===== src/design/quad_detuned_saw_oscillator_assert.svh =====
// ----------------------------------------------------------------------------
// Assertion macros for the quad detuned saw oscillator
// Each macro takes a label, the clock, the reset, the property terms and a
// message.
// ----------------------------------------------------------------------------
`ifndef QUAD_DETUNED_SAW_OSCILLATOR_ASSERT_SVH
`define QUAD_DETUNED_SAW_OSCILLATOR_ASSERT_SVH

// check a condition at every clock edge
`define QDSO_ASSERT_ALWAYS(label, clk, rst, cond, msg) \
  label: assert property (@(posedge clk) disable iff (rst) (cond)) else $error(msg);

// check a consequence in the same cycle
`define QDSO_ASSERT_SAME(label, clk, rst, ante, cons, msg) \
  label: assert property (@(posedge clk) disable iff (rst) (ante) |-> (cons)) \
    else $error(msg);

// check a consequence in the following cycle
`define QDSO_ASSERT_NEXT(label, clk, rst, ante, cons, msg) \
  label: assert property (@(posedge clk) disable iff (rst) (ante) |=> (cons)) \
    else $error(msg);

`endif


===== src/design/qdso_pkg.sv =====
`timescale 1ns / 1ps
`default_nettype none
// ----------------------------------------------------------------------------
// qdso_pkg
// Widths, register codes and shift constants of the quad detuned saw
// oscillator.
// ----------------------------------------------------------------------------
package qdso_pkg;

  localparam int PHASE_W      = 24;
  localparam int FRAC_W       = 8;
  localparam int INT_W        = PHASE_W - FRAC_W;
  localparam int DETUNE_W     = 8;
  localparam int PROD_W       = INT_W + DETUNE_W;
  localparam int SPREAD_SHIFT = 13;
  localparam int SPREAD_W     = PROD_W - SPREAD_SHIFT + 1;
  localparam int TOP_W        = 6;
  localparam int SAMPLE_W     = 8;
  localparam int NUM_DETUNED  = 3;
  localparam int CFG_DATA_W   = 32;
  localparam int CFG_ADDR_W   = 3;

  localparam logic REG_PHASE_STEP = 1'b0;
  localparam logic REG_DETUNE     = 1'b1;

endpackage

`default_nettype wire


===== src/design/qdso_if.sv =====
`timescale 1ns / 1ps
`default_nettype none
// ----------------------------------------------------------------------------
// qdso_in_if / qdso_out_if
// Valid/ready channels for sync requests and audio samples.
// ----------------------------------------------------------------------------
interface qdso_in_if;
  logic valid;
  logic ready;
  logic sync_in;

  modport source (output valid, output sync_in, input ready);
  modport sink (input valid, input sync_in, output ready);
endinterface

interface qdso_out_if;
  logic                          valid;
  logic                          ready;
  logic [qdso_pkg::SAMPLE_W-1:0] sample;
  logic                          sync_out;

  modport source (output valid, output sample, output sync_out, input ready);
  modport sink (input valid, input sample, input sync_out, output ready);
endinterface

`default_nettype wire


===== src/design/quad_detuned_saw_oscillator.sv =====
`timescale 1ns / 1ps
`default_nettype none
// ----------------------------------------------------------------------------
// quad_detuned_saw_oscillator
// Four sawtooth phase accumulators summed into one 8-bit sample per
// transaction; APB registers set pitch and detune spread.
// ----------------------------------------------------------------------------
// channel  direction  payload             handshake
// din      in         sync_in             valid/ready
// dout     out        sample, sync_out    valid/ready
// apb      in/out     phase_step, detune  psel/penable, pready tied high
//
// One transaction per cycle unless the output stalls; the result is registered.
// The phase adders and the four-way top sum set the single-cycle path.
// din.ready stays high while the output register is empty or being taken.
// Sync reset: phases, config, valid to 0, spread to 1; no clearing pass.
// ----------------------------------------------------------------------------
`include "quad_detuned_saw_oscillator_assert.svh"

module quad_detuned_saw_oscillator (
  input  wire logic                            clk,
  input  wire logic                            rst,
  qdso_in_if.sink                              din,
  qdso_out_if.source                           dout,
  input  wire logic                            psel,
  input  wire logic                            penable,
  input  wire logic                            pwrite,
  input  wire logic [qdso_pkg::CFG_ADDR_W-1:0] paddr,
  input  wire logic [qdso_pkg::CFG_DATA_W-1:0] pwdata,
  output logic      [qdso_pkg::CFG_DATA_W-1:0] prdata,
  output logic                                 pready
);

  localparam int PW = qdso_pkg::PHASE_W;
  localparam int FW = qdso_pkg::FRAC_W;
  localparam int IW = qdso_pkg::INT_W;
  localparam int DW = qdso_pkg::DETUNE_W;
  localparam int XW = qdso_pkg::PROD_W;
  localparam int SW = qdso_pkg::SPREAD_W;
  localparam int TW = qdso_pkg::TOP_W;
  localparam int OW = qdso_pkg::SAMPLE_W;
  localparam int ND = qdso_pkg::NUM_DETUNED;
  localparam int CW = qdso_pkg::CFG_DATA_W;

  logic [PW-1:0] phase_step;
  logic [DW-1:0] detune_amount;
  logic [SW-1:0] spread;
  logic [PW-1:0] main_phase;
  logic [IW-1:0] detuned [ND];
  logic          out_valid;
  logic [OW-1:0] sample;
  logic          sync_out;

  logic          cfg_wr;
  logic          reg_sel;
  logic [IW-1:0] mul_step;
  logic [DW-1:0] mul_detune;
  logic [XW-1:0] product;
  logic [SW-1:0] spread_next;

  logic          in_fire;
  logic [IW-1:0] inc [ND];
  logic [IW-1:0] detuned_next [ND];
  logic [PW-1:0] main_base;
  logic [PW-1:0] main_phase_next;
  logic          carry_next;
  logic [OW-1:0] sample_next;

  // configuration port
  assign pready  = 1'b1;
  assign reg_sel = paddr[2];
  assign cfg_wr  = psel && penable && pwrite && pready;

  always_comb begin
    case (reg_sel)
      qdso_pkg::REG_PHASE_STEP: prdata = {{(CW-PW){1'b0}}, phase_step};
      qdso_pkg::REG_DETUNE:     prdata = {{(CW-DW){1'b0}}, detune_amount};
      default:                  prdata = '0;
    endcase
  end

  // spread follows the register values being written
  always_comb begin
    mul_step   = phase_step[PW-1:FW];
    mul_detune = detune_amount;
    if (cfg_wr && reg_sel == qdso_pkg::REG_PHASE_STEP) begin
      mul_step = pwdata[PW-1:FW];
    end
    if (cfg_wr && reg_sel == qdso_pkg::REG_DETUNE) begin
      mul_detune = pwdata[DW-1:0];
    end
    product     = {{(XW-IW){1'b0}}, mul_step} * {{(XW-DW){1'b0}}, mul_detune};
    spread_next = {1'b0, product[XW-1:qdso_pkg::SPREAD_SHIFT]} + SW'(1);
  end

  always_ff @(posedge clk) begin
    if (rst) begin
      phase_step    <= '0;
      detune_amount <= '0;
      spread        <= SW'(1);
    end else if (cfg_wr) begin
      if (reg_sel == qdso_pkg::REG_PHASE_STEP) begin
        phase_step <= pwdata[PW-1:0];
      end else begin
        detune_amount <= pwdata[DW-1:0];
      end
      spread <= spread_next;
    end
  end

  // phase datapath
  assign in_fire   = din.valid && din.ready;
  assign din.ready = !out_valid || dout.ready;

  always_comb begin
    main_base                     = din.sync_in ? '0 : main_phase;
    {carry_next, main_phase_next} = {1'b0, main_base} + {1'b0, phase_step};
    sample_next = {{(OW-TW){1'b0}}, main_phase_next[PW-1:PW-TW]};
    for (int k = 0; k < ND; k++) begin
      if (k == 0) begin
        inc[k] = phase_step[PW-1:FW] + {{(IW-SW){1'b0}}, spread};
      end else begin
        inc[k] = inc[k-1] + {{(IW-SW){1'b0}}, spread};
      end
      detuned_next[k] = detuned[k] + inc[k];
      sample_next = sample_next + {{(OW-TW){1'b0}}, detuned_next[k][IW-1:IW-TW]};
    end
  end

  always_ff @(posedge clk) begin
    if (rst) begin
      main_phase <= '0;
      for (int k = 0; k < ND; k++) begin
        detuned[k] <= '0;
      end
      out_valid <= 1'b0;
    end else if (in_fire) begin
      main_phase <= main_phase_next;
      for (int k = 0; k < ND; k++) begin
        detuned[k] <= detuned_next[k];
      end
      out_valid <= 1'b1;
    end else if (dout.ready) begin
      out_valid <= 1'b0;
    end
  end

  always_ff @(posedge clk) begin
    if (in_fire) begin
      sample   <= sample_next;
      sync_out <= carry_next;
    end
  end

  assign dout.valid    = out_valid;
  assign dout.sample   = sample;
  assign dout.sync_out = sync_out;

  `QDSO_ASSERT_NEXT(a_sync_restart, clk, rst, in_fire && din.sync_in, dout.valid && !dout.sync_out && main_phase == $past(phase_step), "sync did not restart main phase")
  `QDSO_ASSERT_NEXT(a_result_loaded, clk, rst, in_fire, dout.valid, "accepted transaction left no result")
  `QDSO_ASSERT_SAME(a_stall_blocks, clk, rst, dout.valid && !dout.ready, !din.ready, "input taken while result stalled")
  `QDSO_ASSERT_ALWAYS(a_spread_nonzero, clk, rst, spread != '0, "detune spread is zero")

endmodule

`default_nettype wire


===== src/flat_wrapper.sv =====
// flat-port wrapper written by rule: the top's interface ports become plain ports
module quad_detuned_saw_oscillator_flat 
  (clk, rst, psel, penable, pwrite, paddr, pwdata, prdata, pready, din_valid, din_sync_in, din_ready, dout_valid, dout_sample, dout_sync_out, dout_ready);
  qdso_in_if din_i ();
  qdso_out_if dout_i ();
  input  wire logic clk;
  input  wire logic rst;
  input  wire logic psel;
  input  wire logic penable;
  input  wire logic pwrite;
  input  wire logic [qdso_pkg::CFG_ADDR_W-1:0] paddr;
  input  wire logic [qdso_pkg::CFG_DATA_W-1:0] pwdata;
  output logic      [qdso_pkg::CFG_DATA_W-1:0] prdata;
  output logic pready;
  input wire logic [$bits(din_i.valid)-1:0] din_valid;
  input wire logic [$bits(din_i.sync_in)-1:0] din_sync_in;
  output wire logic [$bits(din_i.ready)-1:0] din_ready;
  output wire logic [$bits(dout_i.valid)-1:0] dout_valid;
  output wire logic [$bits(dout_i.sample)-1:0] dout_sample;
  output wire logic [$bits(dout_i.sync_out)-1:0] dout_sync_out;
  input wire logic [$bits(dout_i.ready)-1:0] dout_ready;
  assign din_i.valid = din_valid;
  assign din_i.sync_in = din_sync_in;
  assign din_ready = din_i.ready;
  assign dout_valid = dout_i.valid;
  assign dout_sample = dout_i.sample;
  assign dout_sync_out = dout_i.sync_out;
  assign dout_i.ready = dout_ready;
  quad_detuned_saw_oscillator u_core (.clk(clk), .rst(rst), .din(din_i), .dout(dout_i), .psel(psel), .penable(penable), .pwrite(pwrite), .paddr(paddr), .pwdata(pwdata), .prdata(prdata), .pready(pready));
endmodule

===== config.mk =====
export PLATFORM = sky130hd
export DESIGN_NAME = quad_detuned_saw_oscillator_flat
export DESIGN_NICKNAME = d
export VERILOG_FILES = /design/src/design/qdso_pkg.sv /design/src/design/qdso_if.sv /design/src/design/quad_detuned_saw_oscillator.sv /design/src/flat_wrapper.sv
export VERILOG_INCLUDE_DIRS = /design/src /design/src/design
export SDC_FILE = /design/constraint.sdc
export NUM_CORES = 1
export LEC_CHECK = 0
export ABC_AREA = 1
export BUFFER_PORTS_ARGS = -buffer_cell sky130_fd_sc_hd__buf_4
export CAP_MARGIN = 20
export CELL_PAD_IN_SITES_DETAIL_PLACEMENT = 0
export CELL_PAD_IN_SITES_GLOBAL_PLACEMENT = 2
export CORE_ASPECT_RATIO = 0.5
export CORE_MARGIN = 3
export CORE_UTILIZATION = 40
export CTS_CLUSTER_SIZE = 30
export DETAILED_ROUTE_END_ITERATION = 10
export GPL_ROUTABILITY_DRIVEN = 0
export PLACE_DENSITY_LB_ADDON = 0.1
export SLEW_MARGIN = 15
export SYNTH_ARGS = -nofsm -noshare
export SYNTH_HDL_FRONTEND = slang
export SYNTH_SLANG_ARGS = --single-unit

===== constraint.sdc =====
create_clock -name clk -period 18.24 [get_ports clk]
set_input_delay 0.912 -clock clk [delete_from_list [all_inputs] [get_ports clk]]
set_output_delay 0.912 -clock clk [all_outputs]
set_load 0.02 [all_outputs]

==> qor.txt <==
top cell type's share of synthesized area -> 15.3%
Clock Pin Slew Worst Setup and Hold Paths -> 0.06 ns
gr busiest metal -> met2
Clock Skews -> 0.00980 ns
syn avg cell area -> 7.54 um2
Floorplan Core Area -> 33900 um2
Post-DP HPWL -> 32.6 mm
worst hold path class -> reg -> reg
initial antenna violation count -> 0
#FFs+latches synth -> 126
slowest stage cell, crit path -> fa_1
Final nets -> 2238
Leakage -> 8.23 nW
Crit Path Class -> reg -> reg
run status -> finished clean
post-synth cell types -> 47
Worst Path Buf+Inv -> 5
ranking of synthesized cells by area -> fa_1 (15%), ha_1 (13%), edfxtp_1 (12%)
unrepaired setup endpoints after global routing -> false
Mapped Area -> 14100 um2
worst hold path startpoint -> u_core.main_phase[8]$_SDFFE_PP0P_
Pwr Density -> 65.0 nW/um2
R2R Path End -> u_core.dout.sample[6]$_DFFE_PP_
synth warn -> 0
Commonest cells post-synth -> inv_1 (361), nand2_1 (300), nor2_1 (229)
Layout area overhead -> 11.4%
clock latency at the later pin of the worst-skew pair -> 0.44 ns
final setup violation count -> 0
first-pass GRT wire length -> 63.6 mm
Die Ht -> 139 um
Final Hold Fails -> 0
required time worst endpoint -> 18.44 ns
most common cell type on the critical path -> inv_1
clock buffer count from CTS -> 17
EDFF count, synth -> 57
CP Launch Type -> flip-flop
Post-CTS Hold Buffers -> 0
maxcap violations -> 0
reg2reg start -> u_core.spread[0]$_SDFFE_PP1N_
Pwr Total -> 1.02 mW
final period utilization -> 38.8%
met3 Use GR -> 4.17%
max-slew violations -> 0
GR met2 Demand/Resource -> 35.7%
clock root buffer -> clkbuf_16
Hold Path Sink -> u_core.main_phase[8]$_SDFFE_PP0P_
Min Clock Period, post-route -> 7.07 ns
grt total ovfl -> 0
post_cts resized -> 0
aggregate negative setup slack -> 0 ns
Synth area leader -> fa_1
Post-CTS Setup Bufs -> 0
die width -> 272 um
# diodes -> 0
IO Pins -> 87
reg-to-reg slack, setup -> 11.17 ns
count leader, synth -> inv_1
largest net degree at the start of global routing -> 41
number of global-route vias before repair -> 12029
initial DRC count -> 691
layout cell share with drive strength beyond 1 -> 8.41%
Top delay family on crit path -> adder cells
via count -> 12120
GRT Util Overall -> 21.3%
drt first pass iters -> 5
post-synthesis sequential area ratio -> 21.9%
cells after synthesis -> 1874
Fin Hold WS -> 0.471 ns
DR vias/cell -> 5.02
pre-CTS setup slack -> 10.95 ns
final worst slack -> 11.17 ns
WL final -> 39.7 mm
slew margin rel. -> 33.3%
Initial Utilization -> 41.6%
core occupancy in the finished layout -> 46.4%
Max clock buf depth -> 2
Antenna Nets Post-Route -> 0
full die area -> 37800 um2
reg2reg path depth -> 30
CP max stage delay -> 0.50 ns
Async SR Flop Fraction -> 0%
met1 Resource Use GR -> 29.0%
hold path cells -> 2
VDD IR max -> 57.5 uV
Rows -> 47
Arr. time, crit path -> 7.27 ns
TritonCTS sink count -> 126
routed length per instance -> 16.4 um
# DRC -> 0
crit path capture type -> flip-flop
PortBufs -> 67
CTS tree -> done
Slew @ Worst Pin -> 0.990 ns
crit path max fanout -> 5
H-Tree Depth -> 4
Max Freq -> 141 MHz
Main synth FF type -> dfxtp_1
metrics by stage:
step,area [um2],instances
2_1_floorplan,14200,1881
3_3_place_gp,15100,2383
3_5_place_dp,15100,2383
4_1_cts,15700,2415
5_1_grt,15700,2415
6_report,15700,2415
cells by family after synthesis:
family | synth area share (%)
AOI/OAI and AO/OA | 13.8
adders and majority gates | 28.6
DFF | 21.9
xor gates and xnor gates | 4.26
buffers and inverters | 11.1
and+or+nand+nor | 20.4
other | 0.0532
metal layers:
layer	wire (um)	share of wire, %	up-vias
met5	0	0	-
met4	398	1.0	0
met3	1710	4.3	33
met2	18500	47	199
met1	19100	48	5759
li1	-	-	6129
state kept, by name (all words and copies together) (netlist names):
signal                cells
u_core.detuned           48
u_core.dout.sync_out      1
u_core.dout.valid         1
u_core.dout.sample        8
u_core.detune_amount      8
u_core.main_phase        24
u_core.spread            12
u_core.phase_step        24
final cells by class:
class	count	area, um2
fill	3459	18200
multi-input combinational	1349	9510
sequential	126	3090
inverter	364	1370
timing repair buffer	79	593
tap	465	582
clock buffer	20	489
clock inverter	12	104
report_power, final:
group | total [mW] | switching (mW) | leakage [nW] | internal (mW)
combinational | 0.333 | 0.214 | 6.76 | 0.119
clock | 0.348 | 0.141 | 0.294 | 0.207
sequential | 0.343 | 0.0116 | 1.17 | 0.331
how the worst max path moves through the flow:
stage | from | endpoint | depth (start not counted)
after floorplan | paddr[2] | u_core.spread[8]$_SDFFE_PP0N_ | 28
after global placement | pwrite | u_core.spread[6]$_SDFFE_PP0N_ | 27
after detailed placement | pwrite | u_core.spread[6]$_SDFFE_PP0N_ | 27
after CTS | u_core.spread[0]$_SDFFE_PP1N_ | u_core.dout.sample[6]$_DFFE_PP_ | 30
after global routing | u_core.phase_step[9]$_SDFFE_PP0N_ | u_core.dout.sample[6]$_DFFE_PP_ | 33
final | u_core.spread[0]$_SDFFE_PP1N_ | u_core.dout.sample[6]$_DFFE_PP_ | 30
worst min-delay path, cell delays in order (launching register included):
cell	delay [ns]
dfxtp_1	0.30
inv_1	0.06
o21bai_1	0.07
placed cells by master (no fill, tap or decap), drive strengths merged, types with 2 or more instances in the layout:
cell type | Yosys | final
a211oi | 6 | 6
a21boi | 4 | 4
a21o | 7 | 7
a21oi | 151 | 151
a221oi | 3 | 3
a31oi | 7 | 7
and2 | 5 | 5
buf | 14 | 79
clkbuf | 28 | 20
clkinv | 0 | 5
clkinvlp | 0 | 2
conb | 2 | 9
dfxtp | 69 | 69
edfxtp | 57 | 57
fa | 108 | 108
ha | 150 | 150
inv | 364 | 368
nand2 | 321 | 321
nand3 | 57 | 57
nand3b | 8 | 8
nand4 | 11 | 11
nor2 | 235 | 235
nor3 | 7 | 7
nor3b | 2 | 2
nor4 | 10 | 10
o211ai | 2 | 2
o21a | 9 | 9
o21ai | 128 | 128
o21bai | 17 | 17
o221ai | 2 | 2
o22ai | 13 | 13
o31ai | 3 | 3
or2 | 6 | 6
xnor2 | 17 | 17
xor2 | 50 | 50
Note: power is estimated with default switching activity, not from simulation.
